**src/char_lcd_nibble_command_serializer_core_macros.svh**
```systemverilog
// Assertion macros shared by the LCD command serializer RTL.
`ifndef CHAR_LCD_NIBBLE_COMMAND_SERIALIZER_CORE_MACROS_SVH
`define CHAR_LCD_NIBBLE_COMMAND_SERIALIZER_CORE_MACROS_SVH
`ifndef SYNTHESIS
// Same-cycle implication, checked on every clock edge outside reset.
`define CLNC_ASSERT_NOW(lbl, ante, cons) \
    lbl: assert property (@(posedge clk) disable iff (!rst_n) (ante) |-> (cons)) \
        else $error("serializer check failed");
// Next-cycle implication, checked on every clock edge outside reset.
`define CLNC_ASSERT_NEXT(lbl, ante, cons) \
    lbl: assert property (@(posedge clk) disable iff (!rst_n) (ante) |=> (cons)) \
        else $error("serializer check failed");
`else
`define CLNC_ASSERT_NOW(lbl, ante, cons)
`define CLNC_ASSERT_NEXT(lbl, ante, cons)
`endif
`endif

```
**src/clnc_pkg.sv**
```systemverilog
// Types, constants and microcode ROM of the LCD command serializer.
`timescale 1ns / 1ps
package clnc_pkg;

    // Default geometry of the display
    localparam int ROW_COUNT_DEF = 4;
    localparam int COL_COUNT_DEF = 20;

    // Command codes
    localparam logic [1:0] CMD_CHAR   = 2'd0;
    localparam logic [1:0] CMD_CLEAR  = 2'd1;
    localparam logic [1:0] CMD_CURSOR = 2'd2;
    localparam logic [1:0] CMD_NUMBER = 2'd3;

    // LCD instruction bytes and masks
    localparam logic [7:0] INSTR_CLEAR  = 8'h01;
    localparam logic [3:0] ASCII_DIGIT  = 4'h3;

    // Decimal conversion: q = (n * RECIP_10) >> RECIP_SHIFT for 16-bit n
    localparam logic [15:0] RECIP_10    = 16'hCCCD;
    localparam int          RECIP_SHIFT = 19;
    localparam logic [15:0] TEN         = 16'd10;
    localparam int          DIGITS      = 5;
    localparam int          CNT_W       = $clog2(DIGITS + 1);

    // Microcode address width and entry points
    localparam int UPC_W = 4;
    localparam logic [UPC_W-1:0] UA_IDLE = 4'd0;
    localparam logic [UPC_W-1:0] UA_CONV = 4'd1;
    localparam logic [UPC_W-1:0] UA_POP  = 4'd2;
    localparam logic [UPC_W-1:0] UA_EMIT = 4'd3;
    localparam logic [UPC_W-1:0] UA_ERR  = 4'd9;

    // Datapath operation of one microcode step
    typedef enum logic [2:0] {
        OP_NOP,
        OP_ACCEPT,
        OP_CONV,
        OP_POP,
        OP_EMIT,
        OP_ERR
    } op_t;

    // Jump condition of one microcode step
    typedef enum logic [1:0] {
        J_NONE,
        J_DISPATCH,
        J_QNZ,
        J_CNT
    } jmp_t;

    // One control word
    typedef struct packed {
        op_t              op;
        jmp_t             jmp;
        logic [UPC_W-1:0] target;
        logic             done;
        logic             nib_lo;
        logic             en;
        logic             last_step;
    } uword_t;

    // Sequencer to datapath
    typedef struct packed {
        logic fire;
        op_t  op;
        logic nib_lo;
        logic en;
        logic last_step;
    } ctrl_t;

    // Datapath to sequencer
    typedef struct packed {
        logic out_free;
        logic q_nz;
        logic cnt_nz;
        logic bad;
    } stat_t;

    // Line base addresses of the display RAM
    function automatic logic [6:0] line_base(input logic [1:0] r);
        logic [6:0] b;
        case (r)
            2'd0:    b = 7'h00;
            2'd1:    b = 7'h40;
            2'd2:    b = 7'h14;
            2'd3:    b = 7'h54;
            default: b = 7'h00;
        endcase
        return b;
    endfunction

    // Microcode program
    function automatic uword_t ucode(input logic [UPC_W-1:0] addr);
        uword_t w;
        w = '{op: OP_NOP, jmp: J_NONE, target: UA_IDLE, done: 1'b1,
              nib_lo: 1'b0, en: 1'b0, last_step: 1'b0};
        case (addr)
            // wait for a command, then branch on its kind
            4'd0: begin
                w.op = OP_ACCEPT; w.jmp = J_DISPATCH; w.done = 1'b0;
            end
            // one decimal digit per pass, loop until the quotient is zero
            4'd1: begin
                w.op = OP_CONV; w.jmp = J_QNZ; w.target = UA_CONV; w.done = 1'b0;
            end
            // most significant pending digit into the byte register
            4'd2: begin
                w.op = OP_POP; w.done = 1'b0;
            end
            // high nibble: plain, strobe, release
            4'd3: begin
                w.op = OP_EMIT; w.done = 1'b0;
            end
            4'd4: begin
                w.op = OP_EMIT; w.en = 1'b1; w.done = 1'b0;
            end
            4'd5: begin
                w.op = OP_EMIT; w.done = 1'b0;
            end
            // low nibble: plain, strobe, release
            4'd6: begin
                w.op = OP_EMIT; w.nib_lo = 1'b1; w.done = 1'b0;
            end
            4'd7: begin
                w.op = OP_EMIT; w.nib_lo = 1'b1; w.en = 1'b1; w.done = 1'b0;
            end
            4'd8: begin
                w.op = OP_EMIT; w.nib_lo = 1'b1; w.last_step = 1'b1;
                w.jmp = J_CNT; w.target = UA_POP;
            end
            // rejected cursor position
            4'd9: begin
                w.op = OP_ERR;
            end
            default: begin
                w.op = OP_NOP;
            end
        endcase
        return w;
    endfunction

endpackage

```
**src/clnc_sequencer.sv**
```systemverilog
// Microcode step counter, control ROM and jump logic.
`timescale 1ns / 1ps
module clnc_sequencer (
    input  logic            clk,
    input  logic            rst_n,
    input  logic            in_valid,
    input  logic [1:0]      command,
    input  clnc_pkg::stat_t stat,
    output logic            in_stall,
    output clnc_pkg::ctrl_t ctrl
);
    import clnc_pkg::*;

    logic [UPC_W-1:0] pc_reg;
    logic [UPC_W-1:0] pc_next;
    uword_t           uw;
    logic             hold;
    logic             taken;

    // Current control word
    assign uw = ucode(pc_reg);

    // A step holds while its channel is not ready
    always_comb
    begin
        hold = 1'b0;
        case (uw.op)
            OP_ACCEPT: hold = !in_valid;
            OP_EMIT:   hold = !stat.out_free;
            OP_ERR:    hold = !stat.out_free;
            default:   hold = 1'b0;
        endcase
    end

    // Conditional jumps
    always_comb
    begin
        case (uw.jmp)
            J_QNZ:   taken = stat.q_nz;
            J_CNT:   taken = stat.cnt_nz;
            default: taken = 1'b0;
        endcase
    end

    // Next step
    always_comb
    begin
        if (hold)
            pc_next = pc_reg;
        else if (uw.jmp == J_DISPATCH)
        begin
            if (command == CMD_NUMBER)
                pc_next = UA_CONV;
            else if (command == CMD_CURSOR && stat.bad)
                pc_next = UA_ERR;
            else
                pc_next = UA_EMIT;
        end
        else if (taken)
            pc_next = uw.target;
        else if (uw.done)
            pc_next = UA_IDLE;
        else
            pc_next = pc_reg + UPC_W'(1);
    end

    always_ff @(posedge clk or negedge rst_n)
    begin
        if (!rst_n)
            pc_reg <= UA_IDLE;
        else
            pc_reg <= pc_next;
    end

    // Control to the datapath
    assign in_stall       = (uw.op != OP_ACCEPT);
    assign ctrl.fire      = !hold;
    assign ctrl.op        = uw.op;
    assign ctrl.nib_lo    = uw.nib_lo;
    assign ctrl.en        = uw.en;
    assign ctrl.last_step = uw.last_step;

endmodule

```
**src/clnc_datapath.sv**
```systemverilog
// Byte register, decimal digit stack and output register.
`timescale 1ns / 1ps
module clnc_datapath #(
    parameter int ROW_COUNT = clnc_pkg::ROW_COUNT_DEF,
    parameter int COL_COUNT = clnc_pkg::COL_COUNT_DEF
) (
    input  logic            clk,
    input  logic            rst_n,
    input  clnc_pkg::ctrl_t ctrl,
    input  logic            backlight,
    input  logic [1:0]      command,
    input  logic [7:0]      char_code,
    input  logic [2:0]      row,
    input  logic [4:0]      column,
    input  logic [15:0]     number,
    input  logic            out_stall,
    output clnc_pkg::stat_t stat,
    output logic            out_valid,
    output logic [7:0]      expander_byte,
    output logic            bad_position,
    output logic            last
);
    import clnc_pkg::*;

    logic [7:0]       byte_reg, byte_next;
    logic             rs_reg, rs_next;
    logic [15:0]      num_reg, num_next;
    logic [3:0]       dig_reg [DIGITS];
    logic [3:0]       dig_next [DIGITS];
    logic [CNT_W-1:0] cnt_reg, cnt_next;
    logic             out_valid_reg, out_valid_next;
    logic [7:0]       out_byte_reg, out_byte_next;
    logic             out_bad_reg, out_bad_next;
    logic             out_last_reg, out_last_next;

    logic [31:0]      prod;
    logic [12:0]      quot;
    logic [15:0]      quot_x10;
    logic [15:0]      rem_full;
    logic [6:0]       cursor_addr;
    logic [7:0]       cmd_byte;
    logic             cmd_rs;
    logic [3:0]       nib;

    // Divide by ten through the reciprocal
    assign prod     = 32'(num_reg) * 32'(RECIP_10);
    assign quot     = prod[31:RECIP_SHIFT];
    assign quot_x10 = {quot, 3'b000} + {2'b00, quot, 1'b0};
    assign rem_full = num_reg - quot_x10;

    // Status
    assign stat.out_free = !out_valid_reg || !out_stall;
    assign stat.q_nz     = (num_reg >= TEN);
    assign stat.cnt_nz   = (cnt_reg != '0);
    assign stat.bad      = (row >= 3'(ROW_COUNT)) || (column >= 5'(COL_COUNT));

    // LCD byte for the incoming command
    assign cursor_addr = line_base(row[1:0]) + {2'b00, column};
    always_comb
    begin
        case (command)
            CMD_CHAR:
            begin
                cmd_byte = char_code;
                cmd_rs   = 1'b1;
            end
            CMD_CLEAR:
            begin
                cmd_byte = INSTR_CLEAR;
                cmd_rs   = 1'b0;
            end
            CMD_CURSOR:
            begin
                cmd_byte = {1'b1, cursor_addr};
                cmd_rs   = 1'b0;
            end
            default:
            begin
                cmd_byte = byte_reg;
                cmd_rs   = 1'b1;
            end
        endcase
    end

    assign nib = ctrl.nib_lo ? byte_reg[3:0] : byte_reg[7:4];

    // Working registers
    always_comb
    begin
        byte_next = byte_reg;
        rs_next   = rs_reg;
        num_next  = num_reg;
        cnt_next  = cnt_reg;
        for (int i = 0; i < DIGITS; i++)
            dig_next[i] = dig_reg[i];
        if (ctrl.fire)
        begin
            case (ctrl.op)
                OP_ACCEPT:
                begin
                    byte_next = cmd_byte;
                    rs_next   = cmd_rs;
                    num_next  = number;
                    cnt_next  = '0;
                end
                OP_CONV:
                begin
                    dig_next[0] = rem_full[3:0];
                    for (int i = 1; i < DIGITS; i++)
                        dig_next[i] = dig_reg[i-1];
                    num_next = {3'b000, quot};
                    cnt_next = cnt_reg + CNT_W'(1);
                end
                OP_POP:
                begin
                    byte_next = {ASCII_DIGIT, dig_reg[0]};
                    rs_next   = 1'b1;
                    for (int i = 0; i < DIGITS - 1; i++)
                        dig_next[i] = dig_reg[i+1];
                    cnt_next = cnt_reg - CNT_W'(1);
                end
                default:
                begin
                    byte_next = byte_reg;
                end
            endcase
        end
    end

    // Output register
    always_comb
    begin
        out_valid_next = out_valid_reg && out_stall;
        out_byte_next  = out_byte_reg;
        out_bad_next   = out_bad_reg;
        out_last_next  = out_last_reg;
        if (ctrl.fire && ctrl.op == OP_EMIT)
        begin
            out_valid_next = 1'b1;
            out_byte_next  = {nib, backlight, ctrl.en, 1'b0, rs_reg};
            out_bad_next   = 1'b0;
            out_last_next  = ctrl.last_step && (cnt_reg == '0);
        end
        else if (ctrl.fire && ctrl.op == OP_ERR)
        begin
            out_valid_next = 1'b1;
            out_byte_next  = 8'h00;
            out_bad_next   = 1'b1;
            out_last_next  = 1'b1;
        end
    end

    // Control state
    always_ff @(posedge clk or negedge rst_n)
    begin
        if (!rst_n)
        begin
            cnt_reg       <= '0;
            out_valid_reg <= 1'b0;
        end
        else
        begin
            cnt_reg       <= cnt_next;
            out_valid_reg <= out_valid_next;
        end
    end

    // Payload
    always_ff @(posedge clk)
    begin
        byte_reg     <= byte_next;
        rs_reg       <= rs_next;
        num_reg      <= num_next;
        out_byte_reg <= out_byte_next;
        out_bad_reg  <= out_bad_next;
        out_last_reg <= out_last_next;
        for (int i = 0; i < DIGITS; i++)
            dig_reg[i] <= dig_next[i];
    end

    assign out_valid     = out_valid_reg;
    assign expander_byte = out_byte_reg;
    assign bad_position  = out_bad_reg;
    assign last          = out_last_reg;

endmodule

```
**src/char_lcd_nibble_command_serializer_core.sv**
```systemverilog
// Top level of the 4-bit character LCD command serializer.
//
// Input channel (in_valid / in_stall): one display command per transaction:
// write character, clear, set cursor or write a 16-bit number in decimal.
// Output channel (out_valid / out_stall): one port expander byte per
// transaction; last marks the final byte of a command's run, and a rejected
// cursor position gives a single byte 0x00 with bad_position and last set.
// Each LCD byte becomes six expander bytes (high nibble plain, strobed,
// released, then the same for the low nibble). cfg_write/cfg_data set the
// backlight bit placed in bit 3 of every byte but the error byte.
// Timing: a microcoded sequencer runs one step per cycle unless a step holds
// for its input or output channel. Character, clear and cursor commands run
// an accept step and six byte steps; a rejected cursor runs an accept step
// and an error step. A number of d digits (d = 1..5) runs the accept step,
// one divide-by-ten step per digit, then per digit a fetch step and six byte
// steps. The first byte enters the output register at the first emit step.
// A new command is taken once the previous run is in the output register.
// Reset clears the sequencer and output valid and sets the backlight bit.
// A stall on the output freezes the sequencer at its emit or error step; no
// byte is lost or repeated.
`timescale 1ns / 1ps
module char_lcd_nibble_command_serializer_core #(
    parameter int ROW_COUNT = clnc_pkg::ROW_COUNT_DEF,
    parameter int COL_COUNT = clnc_pkg::COL_COUNT_DEF
) (
    input  logic        clk,
    input  logic        rst_n,
    input  logic        cfg_write,
    input  logic        cfg_data,
    input  logic        in_valid,
    output logic        in_stall,
    input  logic [1:0]  command,
    input  logic [7:0]  char_code,
    input  logic [2:0]  row,
    input  logic [4:0]  column,
    input  logic [15:0] number,
    output logic        out_valid,
    input  logic        out_stall,
    output logic [7:0]  expander_byte,
    output logic        bad_position,
    output logic        last
);
    import clnc_pkg::*;

`include "char_lcd_nibble_command_serializer_core_macros.svh"

    logic  backlight_reg;
    ctrl_t ctrl;
    stat_t stat;

    // Backlight register
    always_ff @(posedge clk or negedge rst_n)
    begin
        if (!rst_n)
            backlight_reg <= 1'b1;
        else if (cfg_write)
            backlight_reg <= cfg_data;
    end

    // Control sequencer
    clnc_sequencer u_seq (
        .clk      (clk),
        .rst_n    (rst_n),
        .in_valid (in_valid),
        .command  (command),
        .stat     (stat),
        .in_stall (in_stall),
        .ctrl     (ctrl)
    );

    // Datapath
    clnc_datapath #(
        .ROW_COUNT (ROW_COUNT),
        .COL_COUNT (COL_COUNT)
    ) u_dp (
        .clk           (clk),
        .rst_n         (rst_n),
        .ctrl          (ctrl),
        .backlight     (backlight_reg),
        .command       (command),
        .char_code     (char_code),
        .row           (row),
        .column        (column),
        .number        (number),
        .out_stall     (out_stall),
        .stat          (stat),
        .out_valid     (out_valid),
        .expander_byte (expander_byte),
        .bad_position  (bad_position),
        .last          (last)
    );

    // An error result is a lone zero byte that ends its run
    `CLNC_ASSERT_NOW(a_err_is_last, out_valid && bad_position, last && expander_byte == 8'h00)
    // A strobed byte never ends a run nor reports an error
    `CLNC_ASSERT_NOW(a_strobe_mid_run, out_valid && expander_byte[2], !last && !bad_position)
    // After a command is taken the sequencer leaves the accept step
    `CLNC_ASSERT_NEXT(a_busy_after_accept, in_valid && !in_stall, in_stall)

endmodule
```
**config.mk**
```make
export PLATFORM = sky130hd
export DESIGN_NAME = char_lcd_nibble_command_serializer_core
export DESIGN_NICKNAME = d
export VERILOG_FILES = /design/src/clnc_pkg.sv /design/src/clnc_sequencer.sv /design/src/clnc_datapath.sv /design/src/char_lcd_nibble_command_serializer_core.sv
export VERILOG_INCLUDE_DIRS = /design/src /design/src/src
export SDC_FILE = /design/constraint.sdc
export NUM_CORES = 1
export LEC_CHECK = 0
export BUFFER_PORTS_ARGS = -buffer_cell sky130_fd_sc_hd__buf_2
export CAP_MARGIN = 0
export CORE_ASPECT_RATIO = 1.5
export CORE_UTILIZATION = 62
export DETAILED_ROUTE_END_ITERATION = 10
export PLACE_DENSITY_LB_ADDON = 0.1
export SYNTH_ARGS = -nofsm -noshare
export SYNTH_HDL_FRONTEND = slang
export SYNTH_HIERARCHICAL = 1
export SYNTH_SLANG_ARGS = --single-unit
```
**constraint.sdc**
```tcl
create_clock -name clk -period 14.15 [get_ports clk]
set_input_delay 3.5375 -clock clk [delete_from_list [all_inputs] [get_ports clk]]
set_output_delay 3.5375 -clock clk [all_outputs]
set_load 0.1 [all_outputs]
```
==> results of run 1 <==
## area by class of cell
class                      count  area [um^2]  area share
multi-input combinational    526         5340       0.613
sequential                    63         1840       0.211
inverter                     207          777      0.0892
timing repair buffer          51          258      0.0296
clock buffer                   9          225      0.0258
tap                          156          195      0.0224
clock inverter                 7         80.1     0.00919
## routing by layer
metal,up-vias,global-route usage,part of all wire
met5,-,0,0
met4,0,0.194,0.064
met3,52,0.0461,0.036
met2,140,0.602,0.54
met1,2821,0.324,0.36
li1,2717,-,-
## worst max-delay path: stages, from the launching register on
cell and delay [ns]:
edfxtp_1 0.50, inv_1 0.11, ha_1 0.39, fa_1 0.54
inv_1 0.06, fa_1 0.50, fa_1 0.55, inv_1 0.06
fa_1 0.53, inv_1 0.06, fa_1 0.53, inv_1 0.04
ha_1 0.32, and3_1 0.21, and3_1 0.20, a2111oi_2 0.45
a211oi_2 0.17, o2111ai_2 0.25, a31oi_2 0.15, a21o_1 0.24
a211oi_1 0.25, o31ai_1 0.08
## kinds of logic (layout without fill, tap and decap cells)
family / Yosys count / after routing
mux: 13 / 13
compound gates: 97 / 97
other cells: 1 / 1
xor+xnor: 23 / 23
flops: 63 / 63
simple gates: 157 / 157
buf+inv: 225 / 274
fa+ha+maj: 235 / 235
## cell usage after synthesis (9+ instances only)
library cell    n  area (um^2)
inv_1         207          777
ha_1          154         1930
fa_1           81         1620
nand2_1        78          293
edfxtp_1       53         1590
nor2_1         26         97.6
o21ai_0        26          130
a21oi_1        21          105
clkbuf_1       12         45.0
xnor2_1        11         96.3
xor2_1         11         96.3
nor2b_1         9         56.3
## per-stage QoR
step / worst slack, ns / hold slack (ns)
floorplan: 8.22 / 0.426
global placement: 7.84 / 0.436
detailed placement: 7.72 / 0.437
CTS: 7.70 / 0.464
global route: 7.40 / 0.483
finish: 7.70 / 0.466
## final timing paths
path | from | endpoint | slack (ns) | depth (start not counted)
min | u_dp/dig_reg[0][15] | u_dp/dig_reg[0][19] | 0.47 | 0
max | u_dp/num_reg[4] | u_dp/num_reg[11] | 7.70 | 21
max in group asynchronous | rst_n | backlight_reg | 10.83 | 1
max reg2reg | u_dp/num_reg[4] | u_dp/num_reg[11] | 7.70 | 21
min in group asynchronous | rst_n | u_seq/pc_reg[2] | 3.06 | 1
min reg2reg | u_dp/dig_reg[0][15] | u_dp/dig_reg[0][19] | 0.47 | 0
==> run summary, run 1 <==
final setup fails: 0
buffer count from post-CTS setup fixing: 0
Die Ht: 141 um
Final nets: 1133
Setup crit start kind: flip-flop
Num CTS Buffers: 9
Hold Path Class: flip-flop to flip-flop
Synth cell types: 68
initial antenna violation count: 0
clk_skew: 0.00750 ns
synthesis-to-finish area growth: 8.34%
crit-path max FO: 7
GRT Total Usage: 0.321
period utilization: 0.456
Skew-Pair Late Insertion Delay: 0.33 ns
fill cell count: 1011
layout cells sized above 1: 0.107
WL per Instance: 19.3 um
flops & latches, synth: 63
ant diodes: 0
gr ovfl total: 0
DR pass1 iterations: 5
Reg clk slew, reported paths: 0.06 ns
MaxCap Viol Count: 0
root buffer cell: clkbuf_16
simple-gate share of the synthesized area: 0.0938
H-tree depth: 3
combinational family with the most area after synthesis: adder cells
max FFs per register: 20
Total Wirelength: 19.7 mm
XOR/XNOR Fraction of Synth Area: 0.0268
post-DP HPWL: 17.2 mm
ys async rst share: 0.143
Crit. End Element: flip-flop
IO buf count: 50
fmax: 0.155 GHz
Clock Sinks: 63
Max clock buf depth: 2
core area: 0.0126 mm^2
Syn Nets: 1089
Post-synth EDFFs: 53
mapped cell area: 0.00804 mm^2
Post-CTS Hold Buffers: 0
TNS Setup: 0 ns
WP data arrival: 6.51 ns
io pins: 52
post-cts resize count: 0
vias in the first global route: 6415
vias per cell: 5.62
Design Area, Final: 0.00871 mm^2
CP required: 14.21 ns
commonest non-fill, non-tap cell in the layout: inv_1
Avg Synthesized Cell Area: 9.88 um^2
Adder-Cell Fraction of Synth Area: 0.441
Min Clock Period, post-route: 6.45 ns
Yosys warning count: 6
FP Rows: 50
dpl cell area: 0.00841 mm^2
mux cell area share after synthesis: 0.0179
drt drc: 0
largest net degree at the start of global routing: 28
Final Non-Filler Cells: 1019
final hold vios: 0
DIE AREA: 0.0134 mm^2
chip width: 95.0 um
Slew Limit Fails: 0
detailed-route via count: 5730
final antenna-violating net count: 0
pin slew with the least headroom to its limit: 0.785 ns
Finished Core Util: 0.693
Worst slew margin: 0.477
first-pass GRT wire length: 31.4 mm
routability cong.: 0.992
Setup CP Type: flip-flop to flip-flop
Top FF cell, synth: edfxtp_1
compound-gate portion of the synthesized area: 0.0839
sequential fraction of the synthesis area: 0.229
outcome: finished, final reports clean
synthesized instance count: 814
DR iter-0 viols: 205
unrepaired setup endpoints after global routing: false
commonest non-fill, non-tap cells in the layout: inv_1 (207), ha_1 (154), fa_1 (81), nand2_1 (78), edfxtp_1 (53)
placed cells: 1003
Starting Density: 0.640
CTS tree: yes
Power of run 1 is left out: the tool's default activity adds up to more than one toggle a clock period on the data nets, which glitch-free logic cannot reach.
==> run 2, diff against run 1 <==
clock period = 6.21 ns   (was 14.15 ns; I/O delays follow)
==> run 2 against run 1 <==
Flip-flop and latch count unchanged; largest cell class unchanged; design area increased by 6.3%; utilization increased by 4.3 points; critical path type unchanged; critical endpoint is now u_dp/num_reg[10]; clock skew increased by 0.0020 ns; wire length increased by 3.9%; non-clock buffer count increased by 48; die area unchanged.
==> run summary, run 2 (same netlist as run 1, synthesis figures left out) <==
outcome: finished, final reports clean
Worst slew margin: 0.402
r2r worst-path depth: 20
Final Non-Filler Cells: 1067
pin slew with the least headroom to its limit: 0.896 ns
Num CTS Buffers: 9
io pins: 52
TNS Setup: 0 ns
Clock Sinks: 63
WL per Instance: 19.2 um
final setup fails: 0
vias in the first global route: 6484
IO buf count: 50
drt drc: 0
Die Ht: 141 um
Total Wirelength: 20.5 mm
worst hold slack: 0.458 ns
Finished Core Util: 0.736
period utilization: 0.989
Max clock buf depth: 2
DR pass1 iterations: 4
detailed-route via count: 5913
Setup CP Type: flip-flop to flip-flop
GRT Total Usage: 0.330
unrepaired setup endpoints after global routing: true
RR Endpoint: u_dp/num_reg[10]
Reg2Reg Setup Slack: 0.07 ns
Hold Path Class: flip-flop to flip-flop
Min Clock Period, post-route: 6.14 ns
r2r startpoint: u_dp/num_reg[8]
Setup crit start kind: flip-flop
Reg area: 0.00184 mm^2
DR iter-0 viols: 227
Skew-Pair Late Insertion Delay: 0.33 ns
commonest non-fill, non-tap cells in the layout: inv_1 (203), ha_1 (146), fa_1 (79), nand2_1 (77), edfxtp_1 (53)
clk_skew: 0.00952 ns
routability cong.: 1.05
placed cells: 1035
ant diodes: 0
max FFs per register: 20
multi-input logic area: 0.00550 mm^2
Final nets: 1181
layout cells sized above 1: 0.179
final hold vios: 0
synthesis-to-finish area growth: 15.1%
fill cell count: 904
post-DP HPWL: 17.0 mm
worst setup path endpoint: u_dp/num_reg[10]
WP data arrival: 6.20 ns
H-tree depth: 3
first-pass GRT wire length: 32.4 mm
Slew Limit Fails: 0
FP Rows: 50
fmax: 0.163 GHz
largest net degree at the start of global routing: 28
final antenna-violating net count: 0
vias per cell: 5.54
Starting Density: 0.640
crit path from: u_dp/num_reg[8]
core area: 0.0126 mm^2
CP required: 6.27 ns
DIE AREA: 0.0134 mm^2
root buffer cell: clkbuf_16
chip width: 95.0 um
crit-path max FO: 4
gr ovfl total: 0
initial antenna violation count: 0
CTS tree: yes
Reg clk slew, reported paths: 0.06 ns
Crit. End Element: flip-flop
MaxCap Viol Count: 0
commonest non-fill, non-tap cell in the layout: inv_1
-- run 2: metrics by stage --
| stage | setup slack (ns) | instance area (um^2) |
|---|---|---|
| 2_1_floorplan | 0.277 | 8040 |
| 3_3_place_gp | 0.0747 | 8650 |
| 3_5_place_dp | -0.0643 | 8650 |
| 4_1_cts | 0.000301 | 9020 |
| 5_1_grt | -0.0836 | 9260 |
| 6_report | 0.0692 | 9260 |
-- run 2: timing repair --
item / in CTS / in global routing
resized for setup: 2 / 25
pin swaps: 4 / 19
hold buffers: 0 / 0
setup buffers: 3 / 13
endpoints found under the setup margin: 3 / 9
-- run 2: routing by layer --
layer  GRT usage  share of wire  vias up
li1            -              -     2811
met5           0              0        -
met4       0.226          0.082        0
met2       0.584           0.51      176
met3      0.0589          0.045       81
met1       0.347           0.36     2845
-- run 2: how the worst min path moves through the flow --
| stage | start | endpoint | slack [ns] | cells past startpoint |
|---|---|---|---|---|
| global route | u_dp/dig_reg[0][15] | u_dp/dig_reg[0][19] | 0.47 | 0 |
| floorplan | u_dp/dig_reg[0][12] | u_dp/dig_reg[0][16] | 0.43 | 0 |
| global placement | u_dp/dig_reg[0][13] | u_dp/dig_reg[0][17] | 0.44 | 0 |
| detailed placement | u_dp/dig_reg[0][14] | u_dp/dig_reg[0][18] | 0.45 | 0 |
| finish | u_dp/dig_reg[0][13] | u_dp/dig_reg[0][17] | 0.46 | 0 |
| CTS | u_dp/dig_reg[0][14] | u_dp/dig_reg[0][18] | 0.46 | 0 |
-- run 2: final cells by class --
class / instances / area share
clock buffer: 9 / 0.0243
clock inverter: 7 / 0.0112
inverter: 207 / 0.0839
multi-input combinational: 526 / 0.594
sequential: 63 / 0.198
tap: 156 / 0.0211
timing repair buffer: 99 / 0.0667
-- run 2: worst max-delay path, stage by stage (launching register included) --
cell and delay (ns):
edfxtp_1 0.48, ha_4 0.32, inv_1 0.08, fa_1 0.55
inv_1 0.06, fa_1 0.56, fa_1 0.44, fa_1 0.55
inv_1 0.05, fa_1 0.53, inv_1 0.07, ha_4 0.26
a21oi_2 0.20, o21ai_4 0.12, a2111oi_4 0.39, a211oi_2 0.18
o2111ai_2 0.32, a31oi_4 0.16, a21o_1 0.23, xnor2_1 0.21
o21ai_0 0.10
Power of run 2 is left out for the same reason.
==> run 3, diff against run 2 <==
PLACE_DENSITY = 0.79   (was unset)
PLACE_DENSITY_LB_ADDON = unset   (was 0.1)
==> run 3 against run 2 <==
Clock skew fell by 0.0025 ns; global-route usage is 0.57 points higher; utilization rose by 0.23 points; wire length rose by 5.3%; die area unchanged; design area grew 0.31%; sequential share of layout area is 0.061 points lower; via count is 3.5% higher; register-to-register slack worse by 0.03 ns; non-clock buffer count decreased by 9; cell count is 0.84% lower.
==> run summary, run 3 (same netlist as run 1, synthesis figures left out) <==
outcome: finished, final reports clean
Clock Sinks: 63
ant diodes: 0
MaxCap Viol Count: 0
post-DP HPWL: 16.9 mm
largest net degree at the start of global routing: 28
CP required: 6.28 ns
chip width: 95.0 um
Min Clock Period, post-route: 6.17 ns
Hold Path Class: flip-flop to flip-flop
Reg clk slew, reported paths: 0.06 ns
final hold vios: 0
Total Wirelength: 21.5 mm
first-pass GRT wire length: 32.8 mm
Max clock buf depth: 2
GRT Total Usage: 0.336
CTS tree: yes
pin slew with the least headroom to its limit: 0.924 ns
gr ovfl total: 0
TNS Setup: 0 ns
core area: 0.0126 mm^2
commonest non-fill, non-tap cells in the layout: inv_1 (197), ha_1 (135), fa_1 (80), nand2_1 (77), edfxtp_1 (53)
crit-path max FO: 5
min setup slack post-route: 0.0374 ns
synthesis-to-finish area growth: 15.5%
final setup fails: 0
Final nets: 1172
DR pass1 iterations: 5
layout cells sized above 1: 0.194
clk_skew: 0.00697 ns
vias per cell: 5.79
Skew-Pair Late Insertion Delay: 0.33 ns
Slew Limit Fails: 0
Setup CP Type: flip-flop to flip-flop
period utilization: 0.994
DR iter-0 viols: 272
unrepaired setup endpoints after global routing: true
drt drc: 0
final antenna-violating net count: 0
io pins: 52
routability cong.: 0.994
Starting Density: 0.640
Crit. End Element: flip-flop
Worst slew margin: 0.384
max FFs per register: 20
initial antenna violation count: 0
commonest non-fill, non-tap cell in the layout: inv_1
detailed-route via count: 6121
vias in the first global route: 6650
Post-CTS Hold Buffers: 0
IO buf count: 50
Setup crit start kind: flip-flop
FP Rows: 50
fill cell count: 870
WP data arrival: 6.24 ns
WL per Instance: 20.4 um
Reg2Reg Setup Slack: 0.04 ns
Die Ht: 141 um
root buffer cell: clkbuf_16
post-place setup slack: -0.128 ns
Finished Core Util: 0.739
fmax: 0.162 GHz
DIE AREA: 0.0134 mm^2
H-tree depth: 3
Num CTS Buffers: 9
run 3: cell types whose count changed in the layout (fill, tap and decap cells not counted), moves of 3 or more:
cell,delta
a21oi_1,-3
inv_2,+6
buf_4,-10
inv_1,-6
ha_1,-11
ha_4,+9
run 3: worst paths after layout:
| kind | cells after the start | to | start |
|---|---|---|---|
| worst max register to register | 23 | u_dp/num_reg[12] | u_dp/num_reg[1] |
| max in group asynchronous | 1 | backlight_reg | rst_n |
| worst min register to register | 0 | u_dp/dig_reg[0][19] | u_dp/dig_reg[0][15] |
| worst min-delay path | 0 | u_dp/dig_reg[0][19] | u_dp/dig_reg[0][15] |
| worst max-delay path | 23 | u_dp/num_reg[12] | u_dp/num_reg[1] |
| min in group asynchronous | 1 | u_dp/cnt_reg[1] | rst_n |
run 3: area by class of cell:
cell class	instances	area, um^2	share of cell area
inverter	207	777	0.0836
clock buffer	9	225	0.0242
timing repair buffer	90	554	0.0597
tap	156	195	0.0210
clock inverter	7	55.1	0.00593
sequential	63	1840	0.198
multi-input combinational	526	5640	0.608
run 3: what timing repair did:
item / in CTS / in global routing
setup endpoints to repair: 5 / 13
buffers inserted: 0 / 10
gates resized for setup: 3 / 51
cloned: 0 / 0
pin swaps: 2 / 22
run 3: worst max-delay path: stages, from the launching register on:
cell and delay (ns):
edfxtp_1 0.49, buf_6 0.18, ha_4 0.27, inv_1 0.06, buf_4 0.14, ha_1 0.39, inv_1 0.10, fa_1 0.54
inv_1 0.06, fa_1 0.54, inv_1 0.06, fa_1 0.55, inv_1 0.05, ha_1 0.33, and4_1 0.23, and4_4 0.24
buf_4 0.14, a2111oi_4 0.07, a211oi_2 0.39, o2111ai_2 0.25, a31oi_4 0.26, nand4_1 0.22, a31oi_1 0.26, o31ai_2 0.09
run 3: per-layer routing:
metal  up-vias  wire length (um)  GRT usage
li1       2785                 -          -
met4         0              1880      0.281
met2       248             11400      0.593
met3       100              1060     0.0557
met1      2988              7170      0.334
met5         -                 0          0
run 3: through the flow:
step / cell area [um^2] / instances / hold slack (ns)
2_1_floorplan: 8040 / 814 / 0.426
3_3_place_gp: 8630 / 1032 / 0.438
3_5_place_dp: 8630 / 1032 / 0.450
4_1_cts: 8930 / 1048 / 0.466
5_1_grt: 9290 / 1058 / 0.481
6_report: 9290 / 1058 / 0.463
Power of run 3 is left out for the same reason.
